**config.mk**
```make
export PLATFORM = sky130hd
export DESIGN_NAME = word_prefix_matcher
export DESIGN_NICKNAME = d
export VERILOG_FILES = /design/src/sv/wpm_pkg.sv /design/src/sv/word_prefix_matcher.sv /design/src/sv/wpm_front.sv /design/src/sv/wpm_queue.sv /design/src/sv/wpm_back.sv
export VERILOG_INCLUDE_DIRS = /design/src /design/src/sv
export SDC_FILE = /design/constraint.sdc
export NUM_CORES = 1
export LEC_CHECK = 0
export BUFFER_PORTS_ARGS = -buffer_cell sky130_fd_sc_hd__buf_2
export CAP_MARGIN = 20
export CORE_MARGIN = 5
export CORE_UTILIZATION = 35
export CTS_CLUSTER_DIAMETER = 120
export DETAILED_ROUTE_END_ITERATION = 10
export PLACE_DENSITY = 0.57
export SYNTH_ARGS = -nofsm -noshare
export SYNTH_HDL_FRONTEND = slang
export SYNTH_SLANG_ARGS = --single-unit
```
**constraint.sdc**
```tcl
create_clock -name aclk -period 8.85 [get_ports aclk]
set_input_delay 1.77 -clock aclk [delete_from_list [all_inputs] [get_ports aclk]]
set_output_delay 1.77 -clock aclk [all_outputs]
set_load 0.01 [all_outputs]
```
**src/sv/word_prefix_matcher_assert.svh**
```systemverilog
// ----------------------------------------------------------------------------
// word prefix matcher assertion macros
// shared concurrent assertion forms, clocked on the rising edge
// ----------------------------------------------------------------------------
`ifndef WORD_PREFIX_MATCHER_ASSERT_SVH
`define WORD_PREFIX_MATCHER_ASSERT_SVH

// assertion that is off while reset is asserted
`define WPM_ASSERT(lbl, clk, rstn, prop, msg) \
    lbl: assert property (@(posedge clk) disable iff (!rstn) prop) else $error(msg);

// assertion that also holds during reset
`define WPM_ASSERT_ALWAYS(lbl, clk, prop, msg) \
    lbl: assert property (@(posedge clk) prop) else $error(msg);

`endif

```
**src/sv/wpm_pkg.sv**
```systemverilog
// ----------------------------------------------------------------------------
// wpm_pkg
// shared types, constants and register codes of the word prefix matcher
// ----------------------------------------------------------------------------
package wpm_pkg;

    // defaults of the top level parameters
    localparam int MAX_PATTERN_DEF     = 5;
    localparam int WORD_COUNT_BITS_DEF = 16;

    // fixed field widths
    localparam int PATTERN_W     = 40;
    localparam int PATTERN_BYTES = 5;
    localparam int LENGTH_W      = 3;
    localparam int WORD_NUM_W    = 16;
    localparam int CFG_IDX_W     = 1;

    // job queue between front and back
    localparam int QUEUE_DEPTH = 4;

    // special characters
    localparam logic [7:0] APOSTROPHE = 8'h27;

    // configuration register indexes
    localparam logic [CFG_IDX_W-1:0] CFG_PATTERN_CHARS  = 1'd0;
    localparam logic [CFG_IDX_W-1:0] CFG_PATTERN_LENGTH = 1'd1;

    // input beat
    typedef struct packed {
        logic       kind;
        logic [7:0] text_byte;
    } in_t;

    // result beat
    typedef struct packed {
        logic                  out_kind;
        logic [7:0]            out_char;
        logic [WORD_NUM_W-1:0] word_number;
        logic                  last;
    } out_t;

    // job operations
    typedef enum logic {
        OP_CHARS = 1'b0,
        OP_CLOSE = 1'b1
    } job_op_t;

    // fixed part of a queued job
    typedef struct packed {
        job_op_t               op;
        logic [WORD_NUM_W-1:0] word_number;
    } job_t;

endpackage

```
**src/sv/word_prefix_matcher.sv**
```systemverilog
// ----------------------------------------------------------------------------
// word_prefix_matcher
// case-insensitive word prefix search over a byte stream
// ----------------------------------------------------------------------------
// The block takes one text beat per cycle while its four-entry job queue has
// room. Each beat is classified in the cycle it is accepted; a beat that
// yields results queues one job. The output side sends one result beat per
// cycle while m_ready is high: a completed match sends the clamped pattern
// length in beats for a single input beat, any other job one beat, so the
// output serializer sets the sustained rate, and bursts of matches stall
// the input once the queue is full. Configuration is written through a
// plain write port and takes effect on the next beat.
module word_prefix_matcher #(
    parameter int MAX_PATTERN     = wpm_pkg::MAX_PATTERN_DEF,
    parameter int WORD_COUNT_BITS = wpm_pkg::WORD_COUNT_BITS_DEF
) (
    input  logic                           aclk,
    input  logic                           aresetn,
    input  logic                           cfg_wr_en,
    input  logic [wpm_pkg::CFG_IDX_W-1:0]  cfg_wr_index,
    input  logic [wpm_pkg::PATTERN_W-1:0]  cfg_wr_data,
    input  logic                           s_valid,
    output logic                           s_ready,
    input  wpm_pkg::in_t                   s_data,
    output logic                           m_valid,
    input  logic                           m_ready,
    output wpm_pkg::out_t                  m_data
);

    localparam int LEN_W = $clog2(MAX_PATTERN + 1);
    localparam int JOB_W = $bits(wpm_pkg::job_t) + LEN_W + MAX_PATTERN * 8;

    logic             q_full;
    logic             q_push;
    logic [JOB_W-1:0] q_push_data;
    logic             q_pop;
    logic             q_valid;
    logic [JOB_W-1:0] q_head;

    // classifier
    wpm_front #(
        .MAX_PATTERN     (MAX_PATTERN),
        .WORD_COUNT_BITS (WORD_COUNT_BITS)
    ) u_front (
        .aclk         (aclk),
        .aresetn      (aresetn),
        .cfg_wr_en    (cfg_wr_en),
        .cfg_wr_index (cfg_wr_index),
        .cfg_wr_data  (cfg_wr_data),
        .s_valid      (s_valid),
        .s_ready      (s_ready),
        .s_data       (s_data),
        .q_full       (q_full),
        .q_push       (q_push),
        .q_data       (q_push_data)
    );

    // job queue
    wpm_queue #(
        .WIDTH (JOB_W)
    ) u_queue (
        .aclk       (aclk),
        .aresetn    (aresetn),
        .push       (q_push),
        .push_data  (q_push_data),
        .full       (q_full),
        .pop        (q_pop),
        .head_valid (q_valid),
        .head_data  (q_head)
    );

    // output serializer
    wpm_back #(
        .MAX_PATTERN (MAX_PATTERN)
    ) u_back (
        .aclk    (aclk),
        .aresetn (aresetn),
        .q_valid (q_valid),
        .q_data  (q_head),
        .q_pop   (q_pop),
        .m_valid (m_valid),
        .m_ready (m_ready),
        .m_data  (m_data)
    );

endmodule

```
**src/sv/wpm_front.sv**
```systemverilog
// ----------------------------------------------------------------------------
// wpm_front
// accepts text beats, tracks token and segment state and queues output jobs
// ----------------------------------------------------------------------------
module wpm_front #(
    parameter int MAX_PATTERN     = wpm_pkg::MAX_PATTERN_DEF,
    parameter int WORD_COUNT_BITS = wpm_pkg::WORD_COUNT_BITS_DEF,
    localparam int LEN_W = $clog2(MAX_PATTERN + 1),
    localparam int JOB_W = $bits(wpm_pkg::job_t) + LEN_W + MAX_PATTERN * 8
) (
    input  logic                           aclk,
    input  logic                           aresetn,
    input  logic                           cfg_wr_en,
    input  logic [wpm_pkg::CFG_IDX_W-1:0]  cfg_wr_index,
    input  logic [wpm_pkg::PATTERN_W-1:0]  cfg_wr_data,
    input  logic                           s_valid,
    output logic                           s_ready,
    input  wpm_pkg::in_t                   s_data,
    input  logic                           q_full,
    output logic                           q_push,
    output logic [JOB_W-1:0]               q_data
);

    localparam int PAD_W = (MAX_PATTERN + wpm_pkg::PATTERN_BYTES) * 8;

    logic [wpm_pkg::PATTERN_W-1:0] pattern_chars_reg;
    logic [wpm_pkg::LENGTH_W-1:0]  pattern_length_reg;

    logic [LEN_W-1:0]           matched_count_reg, matched_count_next;
    logic                       seg_valid_reg, seg_valid_next;
    logic                       tok_ignored_reg, tok_ignored_next;
    logic                       in_token_reg, in_token_next;
    logic                       emitting_reg, emitting_next;
    logic [WORD_COUNT_BITS-1:0] word_cnt_reg, word_cnt_next;
    logic [7:0]                 prefix_buf_reg [MAX_PATTERN];

    logic                       accept;
    logic [7:0]                 c;
    logic [7:0]                 len_raw;
    logic [LEN_W-1:0]           eff_len;
    logic [LEN_W-1:0]           mc_plus;
    logic [PAD_W-1:0]           pat_padded;
    logic [7:0]                 pat_byte;
    logic [WORD_COUNT_BITS-1:0] word_cnt_bumped;
    logic [31:0]                word_cnt_wide;
    logic [MAX_PATTERN*8-1:0]   burst_chars;
    logic                       buf_we;
    logic                       is_alnum;
    logic                       is_space;

    wpm_pkg::job_t            job;
    logic [LEN_W-1:0]         job_count;
    logic [MAX_PATTERN*8-1:0] job_chars;

    function automatic logic [7:0] to_lower(input logic [7:0] ch);
        logic [7:0] r;
        r = ch;
        if (ch >= 8'h41 && ch <= 8'h5A) begin
            r = ch + 8'd32;
        end
        return r;
    endfunction

    // configuration registers
    always_ff @(posedge aclk) begin
        if (!aresetn) begin
            pattern_chars_reg  <= '0;
            pattern_length_reg <= wpm_pkg::LENGTH_W'(1);
        end else if (cfg_wr_en) begin
            unique case (cfg_wr_index)
                wpm_pkg::CFG_PATTERN_CHARS: begin
                    pattern_chars_reg <= cfg_wr_data;
                end
                wpm_pkg::CFG_PATTERN_LENGTH: begin
                    pattern_length_reg <= cfg_wr_data[wpm_pkg::LENGTH_W-1:0];
                end
                default: begin
                end
            endcase
        end
    end

    // handshake and character classes
    assign s_ready = !q_full;
    assign accept  = s_valid && s_ready;
    assign c       = s_data.text_byte;

    assign is_alnum = (c >= 8'h30 && c <= 8'h39) || (c >= 8'h41 && c <= 8'h5A) ||
                      (c >= 8'h61 && c <= 8'h7A);
    assign is_space = (c == 8'h20) || (c >= 8'h09 && c <= 8'h0D);

    // effective pattern length, clamped to one and to the buffer depth
    assign len_raw = 8'(pattern_length_reg);
    always_comb begin
        if (len_raw == 8'd0) begin
            eff_len = LEN_W'(1);
        end else if (len_raw > 8'(MAX_PATTERN)) begin
            eff_len = LEN_W'(MAX_PATTERN);
        end else begin
            eff_len = LEN_W'(len_raw);
        end
    end

    // pattern byte at the matched position, zero past the stored bytes
    assign pat_padded = {{(MAX_PATTERN * 8){1'b0}}, pattern_chars_reg};
    always_comb begin
        pat_byte = '0;
        for (int i = 0; i < MAX_PATTERN; i++) begin
            if (matched_count_reg == LEN_W'(i)) begin
                pat_byte = pat_padded[8*i +: 8];
            end
        end
    end

    // buffered prefix with the current byte in the matched slot
    always_comb begin
        for (int i = 0; i < MAX_PATTERN; i++) begin
            if (matched_count_reg == LEN_W'(i)) begin
                burst_chars[8*i +: 8] = c;
            end else begin
                burst_chars[8*i +: 8] = prefix_buf_reg[i];
            end
        end
    end

    assign mc_plus         = matched_count_reg + LEN_W'(1);
    assign word_cnt_bumped = (word_cnt_reg == '1) ? word_cnt_reg
                                                  : word_cnt_reg + WORD_COUNT_BITS'(1);
    assign word_cnt_wide   = 32'(word_cnt_reg);

    // token and segment tracking
    always_comb begin
        matched_count_next = matched_count_reg;
        seg_valid_next     = seg_valid_reg;
        tok_ignored_next   = tok_ignored_reg;
        in_token_next      = in_token_reg;
        emitting_next      = emitting_reg;
        word_cnt_next      = word_cnt_reg;
        buf_we             = 1'b0;
        q_push             = 1'b0;
        job.op             = wpm_pkg::OP_CLOSE;
        job.word_number    = word_cnt_wide[wpm_pkg::WORD_NUM_W-1:0];
        job_count          = LEN_W'(1);
        job_chars          = {{((MAX_PATTERN - 1) * 8){1'b0}}, c};

        if (accept) begin
            if (s_data.kind) begin
                // end of text: flush and restart numbering
                q_push             = emitting_reg;
                emitting_next      = 1'b0;
                in_token_next      = 1'b0;
                tok_ignored_next   = 1'b0;
                seg_valid_next     = 1'b1;
                matched_count_next = '0;
                word_cnt_next      = WORD_COUNT_BITS'(1);
            end else if (is_space) begin
                q_push             = emitting_reg;
                emitting_next      = 1'b0;
                if (in_token_reg) begin
                    word_cnt_next = word_cnt_bumped;
                end
                in_token_next      = 1'b0;
                tok_ignored_next   = 1'b0;
                seg_valid_next     = 1'b1;
                matched_count_next = '0;
            end else begin
                in_token_next = 1'b1;
                if (tok_ignored_reg) begin
                    // rest of token ignored
                end else if (is_alnum) begin
                    if (emitting_reg) begin
                        q_push = 1'b1;
                        job.op = wpm_pkg::OP_CHARS;
                    end else if (seg_valid_reg) begin
                        if (matched_count_reg < eff_len &&
                            to_lower(pat_byte) == to_lower(c)) begin
                            buf_we             = 1'b1;
                            matched_count_next = mc_plus;
                            if (mc_plus == eff_len) begin
                                q_push         = 1'b1;
                                job.op         = wpm_pkg::OP_CHARS;
                                job_count      = eff_len;
                                job_chars      = burst_chars;
                                emitting_next  = 1'b1;
                                seg_valid_next = 1'b0;
                            end
                        end else begin
                            seg_valid_next = 1'b0;
                        end
                    end
                end else if (c == wpm_pkg::APOSTROPHE) begin
                    // apostrophe opens a new segment and a new word
                    q_push             = emitting_reg;
                    emitting_next      = 1'b0;
                    matched_count_next = '0;
                    seg_valid_next     = 1'b1;
                    word_cnt_next      = word_cnt_bumped;
                end else begin
                    q_push           = emitting_reg;
                    emitting_next    = 1'b0;
                    tok_ignored_next = 1'b1;
                end
            end
        end
    end

    assign q_data = {job, job_count, job_chars};

    // state registers
    always_ff @(posedge aclk) begin
        if (!aresetn) begin
            matched_count_reg <= '0;
            seg_valid_reg     <= 1'b1;
            tok_ignored_reg   <= 1'b0;
            in_token_reg      <= 1'b0;
            emitting_reg      <= 1'b0;
            word_cnt_reg      <= WORD_COUNT_BITS'(1);
        end else begin
            matched_count_reg <= matched_count_next;
            seg_valid_reg     <= seg_valid_next;
            tok_ignored_reg   <= tok_ignored_next;
            in_token_reg      <= in_token_next;
            emitting_reg      <= emitting_next;
            word_cnt_reg      <= word_cnt_next;
        end
    end

    // prefix buffer, one slot written per matched byte
    always_ff @(posedge aclk) begin
        for (int i = 0; i < MAX_PATTERN; i++) begin
            if (buf_we && matched_count_reg == LEN_W'(i)) begin
                prefix_buf_reg[i] <= c;
            end
        end
    end

endmodule

```
**src/sv/wpm_queue.sv**
```systemverilog
// ----------------------------------------------------------------------------
// wpm_queue
// small job queue that decouples the front end from the output serializer
// ----------------------------------------------------------------------------
`include "word_prefix_matcher_assert.svh"

module wpm_queue #(
    parameter int WIDTH = 8
) (
    input  logic             aclk,
    input  logic             aresetn,
    input  logic             push,
    input  logic [WIDTH-1:0] push_data,
    output logic             full,
    input  logic             pop,
    output logic             head_valid,
    output logic [WIDTH-1:0] head_data
);

    localparam int DEPTH = wpm_pkg::QUEUE_DEPTH;
    localparam int PTR_W = $clog2(DEPTH);
    localparam int CNT_W = $clog2(DEPTH + 1);

    logic [WIDTH-1:0] slot_reg [DEPTH];
    logic [PTR_W-1:0] wr_ptr_reg;
    logic [PTR_W-1:0] rd_ptr_reg;
    logic [CNT_W-1:0] count_reg, count_next;

    assign full       = (count_reg == CNT_W'(DEPTH));
    assign head_valid = (count_reg != '0);
    assign head_data  = slot_reg[rd_ptr_reg];

    // occupancy
    always_comb begin
        count_next = count_reg;
        if (push && !pop) begin
            count_next = count_reg + CNT_W'(1);
        end else if (pop && !push) begin
            count_next = count_reg - CNT_W'(1);
        end
    end

    // pointers and occupancy
    always_ff @(posedge aclk) begin
        if (!aresetn) begin
            wr_ptr_reg <= '0;
            rd_ptr_reg <= '0;
            count_reg  <= '0;
        end else begin
            if (push) begin
                wr_ptr_reg <= wr_ptr_reg + PTR_W'(1);
            end
            if (pop) begin
                rd_ptr_reg <= rd_ptr_reg + PTR_W'(1);
            end
            count_reg <= count_next;
        end
    end

    // storage
    always_ff @(posedge aclk) begin
        if (push) begin
            slot_reg[wr_ptr_reg] <= push_data;
        end
    end

    // front never writes a full queue, back never reads an empty one
    `WPM_ASSERT(a_no_overflow, aclk, aresetn, push |-> !full, "job queue overflow")
    `WPM_ASSERT(a_no_underflow, aclk, aresetn, pop |-> head_valid, "job queue underflow")
    `WPM_ASSERT(a_count_up, aclk, aresetn, (push && !pop) |=> count_reg == $past(count_reg) + CNT_W'(1), "queue count did not rise")

endmodule

```
**src/sv/wpm_back.sv**
```systemverilog
// ----------------------------------------------------------------------------
// wpm_back
// takes queued jobs and sends their result beats one per cycle while m_ready is high
// ----------------------------------------------------------------------------
module wpm_back #(
    parameter int MAX_PATTERN = wpm_pkg::MAX_PATTERN_DEF,
    localparam int LEN_W = $clog2(MAX_PATTERN + 1),
    localparam int JOB_W = $bits(wpm_pkg::job_t) + LEN_W + MAX_PATTERN * 8
) (
    input  logic               aclk,
    input  logic               aresetn,
    input  logic               q_valid,
    input  logic [JOB_W-1:0]   q_data,
    output logic               q_pop,
    output logic               m_valid,
    input  logic               m_ready,
    output wpm_pkg::out_t      m_data
);

    logic                     cur_valid_reg;
    logic [JOB_W-1:0]         cur_job_reg;
    logic [LEN_W-1:0]         idx_reg;

    wpm_pkg::job_t            job;
    logic [LEN_W-1:0]         job_count;
    logic [MAX_PATTERN*8-1:0] job_chars;
    logic [7:0]               sel_char;
    logic                     is_close;
    logic                     last_beat;
    logic                     beat_done;

    assign {job, job_count, job_chars} = cur_job_reg;

    // character at the current position of the burst
    always_comb begin
        sel_char = '0;
        for (int i = 0; i < MAX_PATTERN; i++) begin
            if (idx_reg == LEN_W'(i)) begin
                sel_char = job_chars[8*i +: 8];
            end
        end
    end

    assign is_close  = (job.op == wpm_pkg::OP_CLOSE);
    assign last_beat = is_close || (idx_reg + LEN_W'(1) == job_count);
    assign beat_done = cur_valid_reg && m_ready;
    assign q_pop     = q_valid && (!cur_valid_reg || (beat_done && last_beat));

    // result beat
    assign m_valid            = cur_valid_reg;
    assign m_data.out_kind    = is_close;
    assign m_data.out_char    = is_close ? 8'd0 : sel_char;
    assign m_data.word_number = is_close ? job.word_number : '0;
    assign m_data.last        = last_beat;

    // job register and beat position
    always_ff @(posedge aclk) begin
        if (!aresetn) begin
            cur_valid_reg <= 1'b0;
            idx_reg       <= '0;
        end else begin
            if (q_pop) begin
                cur_valid_reg <= 1'b1;
                idx_reg       <= '0;
            end else if (beat_done) begin
                if (last_beat) begin
                    cur_valid_reg <= 1'b0;
                    idx_reg       <= '0;
                end else begin
                    idx_reg <= idx_reg + LEN_W'(1);
                end
            end
        end
    end

    always_ff @(posedge aclk) begin
        if (q_pop) begin
            cur_job_reg <= q_data;
        end
    end

endmodule

```
==> impl_metrics.csv, run 1 <==
group,metric,value,unit
timing,finalSetupTns,0,ps
timing,slew_violations,0,
critical_path,cp_max_fo,38,
grt,use_met3,2.315,%
clock_tree,clk_latency,570,ps
synthesis,ys_types,66,
layout,antenna_cells,0,
critical_path,criticalPathCategory,"reg2reg",
power,power_frac_seq,50.1,%
layout,largest_reg_flops,240,
routing,ant_nets,0,
floorplan,die_area,53430,µm²
synthesis,synthCells,1183,
timing,max-slew-margin-rel,28.31,%
min_path,hp-class,"reg2reg",
layout,layout_commonest_cell,"edfxtp_1",
placement,place.port_buffers,82,
clock_tree,clockBufferDepth,3,
critical_path,crit_required,9070,ps
power,power_switching,0.001235,W
routing,num_vias,9718,
timing,clock.fmax,162.9,MHz
critical_path,worstSetupStartpointType,"flop",
grt,gr-max-usage-layer,"met2",
clock_tree,htreeDepth,2,
timing,rsz0062_at_grt,"no",
clock_tree,ctsHoldBuffers,0,
clock_tree,root_buffer,"clkbuf_16",
synthesis,synth_ff_type,"edfxtp_1",
synthesis,synth.net_count,1262,
routing,wirelength,36900,µm
floorplan,dieHeight,231.2,µm
synthesis,avgSynthCellArea,14.47,µm²
routing,vias_per_cell,5.075,
layout,nFillCells,4519,
layout,seqCellArea,11760,µm²
power,power_frac_comb,13.2,%
clock_tree,cts_tree,"built",
synthesis,ys_seq_area_share,68.65,%
clock_tree,cts_resized,0,
synthesis,yosys.area.top_type,"edfxtp_1",
clock_tree,numCtsBuffers,43,
grt,use_met2,22.11,%
layout,mostFrequentLayoutCells,"edfxtp_1 (340), nand2_1 (174), a21oi_1 (97)",
placement,place_congestion,0.7748,
synthesis,synth_edf_count,340,
power,vdd_ir_drop_max,0.0001420,V
clock_tree,cts_setup_buffers,0,
placement,dpl.hpwl,24230,µm
floorplan,rows,81,
routing,dr.pass1.iters,6,
grt,grt_max_degree,63,
placement,dp.cells,1836,
timing,hold_violations,0,
floorplan,design.core.area,48650,µm²
timing,fin_skew,18.12,ps
layout,synthToLayoutAreaGrowth,14.16,%
grt,grt_pass1_vias,9647,
power,p_clk_share,36.7,%
clock_tree,clkTransAtPathRegs,60,ps
floorplan,pin_count,83,
clock_tree,cts.sinks,417,
synthesis,netlist_area,17120,µm²
synthesis,synth-seq-cells,417,
grt,antenna_found_initial,0,
layout,final_nets,1338,
timing,fin_crit_sh,69.35,%
critical_path,crit_family,"simple AND/OR/NAND/NOR gates",
job,maxCapViolCount,0,
routing,post_drt_wl_per_cell,19.27,µm
critical_path,critPathSlowestCell,"and2_2",
layout,drive_gt1_share,19.10,%
grt,grt_use_total,13.79,%
timing,final-setup-viol-count,0,
critical_path,critPathMaxStageDelay,960,ps
power,swShare,25.23,%
routing,drcViolationCount,0,
grt,use_met1,19.04,%
synthesis,synthArstFlopShare,0,%
timing,period_minus_slack,6138,ps
layout,multi_input_area,4976,µm²
critical_path,critPathMostFrequentCell,"ha_1",
synthesis,synth_area_leaders,"edfxtp_1 (60%), dfxtp_1 (9.0%), mux4_2 (7.9%)",
run_status,outcome,"complete, no violations",
floorplan,die_w,231.2,µm
grt,grt-ovfl-total,0,
layout,instances_no_fill,1915,
synthesis,synth_top_area_share,59.64,%
grt,grt_first_pass_wirelength,57370,µm
critical_path,path_buf_inv,3,
critical_path,end_kind,"flop",
timing,tightest_slew,1075,ps
routing,drt_iter0_markers,591,
critical_path,cp_data_arrival_time,6360,ps
floorplan,start_util,35.19,%
power,power_density,250.6,nW/µm²
critical_path,cp_cell_sequence,"clkinv_1 -> ha_1 -> or2_4 -> a221oi_1 -> o22ai_1 -> inv_1 -> ha_1 -> nor2_1 -> or4b_1 -> a31oi_1 -> or2b_1 -> o21ai_1 -> and2_2 -> buf_4",
power,p_int,0.003662,W
synthesis,synth_warnings,0,
power,leakagePower,6.804,nW
==> worst reg2reg max path: cells and delay by family, from the launching register on <==
kind	cells	cell delay (ps)
AO/OA/AOI/OAI	4	1060
flip-flops	1	640
AND/OR/NAND/NOR	5	2330
buffers and inverters	3	920
adder cells (fa/ha/maj)	2	840
==> worst paths after layout <==
| check | endpoint | depth (start not counted) | slack [ps] | startpoint |
|---|---|---|---|---|
| setup / recovery | u_queue.slot_reg[3][11] | 14 | 2710 | u_front.matched_count_reg[2] |
| hold / removal | u_front.pattern_chars_reg[26] | 2 | 450 | u_front.pattern_chars_reg[26] |
| setup reg to reg | u_queue.slot_reg[3][11] | 14 | 2710 | u_front.matched_count_reg[2] |
| hold reg to reg | u_front.pattern_chars_reg[26] | 2 | 450 | u_front.pattern_chars_reg[26] |
==> power groups by stage <==
stage	Clock, W	Combinational (W)	Sequential [W]
after floorplan	0	0.000486	0.00242
after global placement	0	0.000658	0.00250
after detailed placement	0	0.000662	0.00250
after CTS	0.00184	0.000665	0.00246
after global routing	0.00192	0.000723	0.00248
final	0.00180	0.000646	0.00245
==> final cells by class <==
| class | instances | area share (%) |
|---|---|---|
| sequential | 417 | 60.16 |
| multi-input combinational | 671 | 25.46 |
| clock buffer | 62 | 6.134 |
| tap | 622 | 3.983 |
| timing repair buffer | 96 | 2.638 |
| clock inverter | 17 | 1.044 |
| inverter | 30 | 0.5763 |
==> metal layers <==
layer | part of all wire (%) | routed length (µm)
met1 | 45 | 16750
met2 | 47 | 17360
met3 | 4.5 | 1652
met4 | 3.1 | 1137
met5 | 0 | 0
==> per-stage QoR <==
step	area, µm²	worst slack, ps	power, W	util, %	hold WS (ps)
after floorplan	17120	2773	0.002902	-	431.1
after global placement	18140	2381	0.003157	37.29	447.5
after detailed placement	18140	2224	0.003164	37.29	447.2
after CTS	19540	2612	0.004966	40.17	456.3
after global routing	19540	2196	0.005121	40.17	472.8
final	19540	2712	0.004897	40.17	454.1
==> synth_stat cells (13+ instances only) <==
| master | number |
|---|---|
| dfxtp_1 | 77 |
| nand2_1 | 174 |
| a21oi_1 | 97 |
| nand3_1 | 15 |
| nor2_1 | 63 |
| inv_1 | 27 |
| xnor2_1 | 13 |
| edfxtp_1 | 340 |
| clkbuf_1 | 37 |
| ha_1 | 23 |
| and2_1 | 24 |
| nor3_1 | 21 |
| o21ai_0 | 18 |
| mux4_2 | 60 |
| mux2i_1 | 14 |
==> cells by family (layout without fill, tap and decap cells) <==
logic type,count (synthesis),count (layout),synth area share [%]
buffers and inverters,95,205,2.324
and+or+nand+nor,363,363,9.897
adders and majority gates,24,24,1.798
AOI/OAI and AO/OA,179,179,6.681
DFF,417,417,68.65
xor gates and xnor gates,23,23,1.257
muxes,82,82,9.393
No activity file was read; power rests on OpenSTA's default activity.
==> run 2, diff against run 1 <==
Clock period 8.85 ns to 6.25 ns, I/O delays scaled along.
==> impl_metrics.csv, run 2 (synthesized netlist as in run 1, its figures left out) <==
group,metric,value,unit
floorplan,start_util,35.19,%
grt,antenna_found_initial,0,
timing,final-setup-viol-count,0,
timing,period_minus_slack,5314,ps
floorplan,die_w,231.2,µm
grt,grt_max_degree,62,
layout,final_cell_area,19650,µm²
placement,pre_cts_ws,644.0,ps
placement,place_congestion,0.7912,
critical_path,worstSetupStartpointType,"flop",
job,maxCapViolCount,0,
routing,dr.pass1.iters,6,
clock_tree,root_buffer,"clkbuf_16",
power,leakagePower,6.787,nW
layout,layout_commonest_cell,"edfxtp_1",
clock_tree,numCtsBuffers,43,
routing,post_drt_wl_per_cell,19.29,µm
power,power_density,350.7,nW/µm²
floorplan,pin_count,83,
power,total_power,0.006890,W
power,p_clk_share,35.5,%
placement,dpl.hpwl,23860,µm
routing,ant_nets,0,
floorplan,die_area,53430,µm²
clock_tree,clockBufferDepth,3,
layout,mostFrequentLayoutCells,"edfxtp_1 (340), nand2_1 (174), a21oi_1 (97)",
layout,drive_gt1_share,19.60,%
clock_tree,cts_setup_buffers,0,
routing,drt_iter0_markers,551,
timing,rsz0062_at_grt,"no",
critical_path,crit_required,6740,ps
power,swShare,26.01,%
min_path,hp-class,"reg2reg",
timing,hold_violations,0,
timing,slew_violations,0,
floorplan,dieHeight,231.2,µm
floorplan,design.core.area,48650,µm²
power,power_frac_comb,14.5,%
timing,setup_slack,936.0,ps
timing,tightest_slew,1059,ps
power,power_switching,0.001792,W
floorplan,rows,81,
routing,vias_per_cell,5.043,
timing,fin_skew,26.90,ps
clock_tree,cts.sinks,417,
layout,largest_reg_flops,240,
clock_tree,clk_latency,580,ps
layout,finish.utilization,40.39,%
grt,grt_use_total,13.77,%
critical_path,cp_data_arrival_time,5800,ps
timing,finalSetupTns,0,ps
clock_tree,clkTransAtPathRegs,60,ps
layout,synthToLayoutAreaGrowth,14.77,%
clock_tree,cts_tree,"built",
power,power_frac_seq,49.9,%
critical_path,end_kind,"flop",
power,p_int,0.005098,W
routing,drcViolationCount,0,
routing,wirelength,37100,µm
grt,grt-ovfl-total,0,
clock_tree,htreeDepth,2,
critical_path,cp_max_fo,15,
layout,final_nets,1347,
critical_path,criticalPathCategory,"reg2reg",
placement,postPlaceCellArea,18280,µm²
placement,place.port_buffers,82,
routing,num_vias,9698,
grt,grt_pass1_vias,9790,
timing,max-slew-margin-rel,29.25,%
run_status,outcome,"complete, no violations",
clock_tree,cts_resized,0,
layout,nFillCells,4450,
power,vdd_ir_drop_max,0.0002226,V
clock_tree,ctsHoldBuffers,0,
timing,fin_crit_sh,85.02,%
layout,antenna_cells,0,
grt,grt_first_pass_wirelength,57460,µm
timing,clock.fmax,188.2,MHz
## run 2: cell types whose count changed in the layout (fill, tap and decap cells not counted), moves of 2 or more
cell / delta
clkbuf_1: -5
clkinv_8: -2
clkinv_1: +5
bufinv_16: -2
buf_12: +6
clkinvlp_4: +2
clkinv_2: +3
clkbuf_8: -3
clkinv_16: +2
buf_4: +3
## run 2: path summary, 6_finish.rpt
check                                      from                             to  slack, ps  cells after the start
hold / removal    u_front.pattern_chars_reg[21]  u_front.pattern_chars_reg[21]        450                      2
setup reg to reg   u_front.matched_count_reg[0]           u_queue.count_reg[2]        940                     17
hold reg to reg   u_front.pattern_chars_reg[21]  u_front.pattern_chars_reg[21]        450                      2
setup / recovery   u_front.matched_count_reg[0]           u_queue.count_reg[2]        940                     17
## run 2: critical path, cell delays in order (launching register included)
cell	delay, ps
dfxtp_1	350
inv_1	120
ha_1	290
buf_4	230
and2_1	590
o21ai_0	330
o22ai_1	270
a211oi_2	120
or4b_1	510
a31oi_1	180
or2b_1	390
o21ai_1	460
ha_1	270
inv_1	70
fa_1	420
xor2_1	170
or3_1	300
a21oi_1	150
## run 2: area by class of cell
class / instances / area, µm² / area share (%)
sequential: 417 / 11760 / 59.84
multi-input combinational: 671 / 4976 / 25.33
clock buffer: 53 / 1134 / 5.770
tap: 622 / 778.2 / 3.961
timing repair buffer: 105 / 658.1 / 3.350
clock inverter: 25 / 231.5 / 1.178
inverter: 30 / 112.6 / 0.5732
## run 2: metrics by stage
step	std cells	hold slack, ps
final	1923	453.3
after global routing	1923	476.1
after CTS	1923	453.5
after detailed placement	1845	445.5
after global placement	1845	440.8
after floorplan	1183	431.1
## run 2: power groups by stage
| stage | Sequential [W] | Clock, W | Combinational (W) |
|---|---|---|---|
| finish | 0.00344 | 0.00245 | 0.00100 |
| global placement | 0.00350 | 0 | 0.00103 |
| detailed placement | 0.00351 | 0 | 0.00104 |
| floorplan | 0.00342 | 0 | 0.000689 |
| CTS | 0.00345 | 0.00252 | 0.00104 |
| global route | 0.00347 | 0.00263 | 0.00111 |
## run 2: layer usage
layer	share of wire, %	GRT usage (%)	wire length (µm)	vias up
met4	2.2	4.179	832	0
met3	4.1	2.524	1523	56
met2	47	21.93	17330	203
met5	0	0	0	-
li1	-	-	-	4626
met1	47	19.41	17410	4813
==> run 3, diff against run 2 <==
Clock period 6.25 ns to 6.2 ns, I/O delays scaled along.
==> impl_metrics.csv, run 3 (synthesized netlist as in run 1, its figures left out) <==
group,metric,value,unit
timing,tightest_slew,1073,ps
routing,wirelength,36980,µm
placement,place_congestion,0.8188,
clock_tree,root_buffer,"clkbuf_16",
critical_path,cp_data_arrival_time,5880,ps
placement,dpl.hpwl,23600,µm
routing,dr.pass1.iters,5,
critical_path,end_kind,"flop",
floorplan,design.core.area,48650,µm²
routing,drcViolationCount,0,
grt,antenna_found_initial,0,
critical_path,cp_max_fo,13,
timing,fin_skew,16.29,ps
clock_tree,cts_resized,0,
routing,drt_iter0_markers,663,
power,p_clk_share,36.2,%
critical_path,worstSetupStartpointType,"flop",
clock_tree,cts.sinks,417,
clock_tree,cts_tree,"built",
routing,ant_nets,0,
layout,drive_gt1_share,19.46,%
timing,rsz0062_at_grt,"no",
layout,layout_commonest_cell,"edfxtp_1",
timing,clock.fmax,185.6,MHz
power,leakagePower,6.785,nW
power,vdd_ir_drop_max,0.0002059,V
layout,mostFrequentLayoutCells,"edfxtp_1 (340), nand2_1 (174), a21oi_1 (97)",
power,power_switching,0.001810,W
timing,fin_crit_sh,86.89,%
job,maxCapViolCount,0,
clock_tree,clk_latency,570,ps
run_status,outcome,"complete, no violations",
power,power_density,358.9,nW/µm²
clock_tree,clkTransAtPathRegs,60,ps
floorplan,rows,81,
floorplan,dieHeight,231.2,µm
floorplan,start_util,35.19,%
grt,grt_max_degree,61,
grt,grt_use_total,13.82,%
critical_path,criticalPathCategory,"reg2reg",
timing,slew_violations,0,
routing,post_drt_wl_per_cell,19.24,µm
clock_tree,clockBufferDepth,3,
layout,final_nets,1344,
placement,place.port_buffers,82,
layout,finish.utilization,40.38,%
timing,hold_violations,0,
power,power_frac_seq,49.6,%
timing,period_minus_slack,5387,ps
floorplan,pin_count,83,
routing,num_vias,9728,
grt,grt-ovfl-total,0,
clock_tree,htreeDepth,2,
routing,vias_per_cell,5.061,
floorplan,die_w,231.2,µm
critical_path,crit_required,6690,ps
power,swShare,25.67,%
layout,largest_reg_flops,240,
layout,antenna_cells,0,
floorplan,die_area,53430,µm²
timing,max-slew-margin-rel,28.32,%
clock_tree,cts_setup_buffers,0,
clock_tree,ctsHoldBuffers,0,
power,power_frac_comb,14.2,%
grt,grt_pass1_vias,9785,
clock_tree,numCtsBuffers,44,
timing,final-setup-viol-count,0,
layout,synthToLayoutAreaGrowth,14.74,%
power,p_int,0.005239,W
timing,finalSetupTns,0,ps
min_path,hp-class,"reg2reg",
grt,grt_first_pass_wirelength,58010,µm
run 3: cell types whose count changed in the layout (fill, tap and decap cells not counted), moves of 2 or more:
cell / previous run / this run
clkinv_16: 2 / 0
clkinv_2: 7 / 5
clkinv_1: 14 / 8
clkinv_4: 0 / 2
clkbuf_1: 8 / 15
buf_4: 17 / 14
run 3: routing by layer:
| metal | global-route usage, % | share of wire, % | wire (µm) | vias up |
|---|---|---|---|---|
| li1 | - | - | - | 4627 |
| met1 | 19.28 | 47 | 17250 | 4816 |
| met2 | 22.07 | 47 | 17200 | 226 |
| met3 | 2.695 | 4.3 | 1597 | 59 |
| met4 | 4.253 | 2.5 | 926 | 0 |
| met5 | 0 | 0 | 0 | - |
run 3: path summary, 6_finish.rpt:
path | startpoint | depth (start not counted) | slack, ps | to
worst max-delay path | u_front.matched_count_reg[2] | 18 | 810 | u_queue.count_reg[2]
worst min-delay path | u_front.pattern_chars_reg[31] | 2 | 460 | u_front.pattern_chars_reg[31]
worst max register to register | u_front.matched_count_reg[2] | 18 | 810 | u_queue.count_reg[2]
worst min register to register | u_front.pattern_chars_reg[31] | 2 | 460 | u_front.pattern_chars_reg[31]
run 3: power by group through the flow:
stage | clock, W | combinational [W] | sequential (W)
after floorplan | 0 | 0.000694 | 0.00345
after global placement | 0 | 0.00100 | 0.00356
after detailed placement | 0 | 0.00101 | 0.00357
after CTS | 0.00263 | 0.00101 | 0.00351
after global routing | 0.00274 | 0.00111 | 0.00352
final | 0.00255 | 0.00100 | 0.00349
run 3: stage by stage:
| stage | hold slack (ps) | total power (W) | setup WS [ps] | instance area, µm² | instances |
|---|---|---|---|---|---|
| 3_5_place_dp | 448.0 | 0.004577 | 606.1 | 18220 | 1840 |
| 2_1_floorplan | 431.1 | 0.004143 | 653.0 | 17120 | 1183 |
| 5_1_grt | 480.1 | 0.007369 | 310.0 | 19640 | 1922 |
| 3_3_place_gp | 448.0 | 0.004562 | 713.9 | 18220 | 1840 |
| 4_1_cts | 456.6 | 0.007147 | 823.4 | 19620 | 1921 |
| 6_report | 456.6 | 0.007048 | 812.8 | 19640 | 1922 |
run 3: final cells by class:
type / count / area [µm²]
clock buffers: 62 / 1199
clock inverters: 19 / 203.9
fillers: 4478 / 29010
inverters: 30 / 112.6
multi-input cells: 671 / 4976
flip-flops and latches: 417 / 11760
well taps: 622 / 778.2
repair buffers: 101 / 615.6
run 3: worst max-delay path, cell delays in order (launching register included):
cell      delay, ps
dfxtp_1         600
clkinv_1        300
ha_1            410
or2_4           320
a221oi_1        210
o22ai_1         200
inv_1           100
ha_1            250
nor2_1          100
or4b_1          440
a31oi_1         180
or2b_1          390
o21ai_1         450
ha_1            270
inv_1            70
fa_1            420
xor2_1          180
or3_1           310
a21oi_1         140
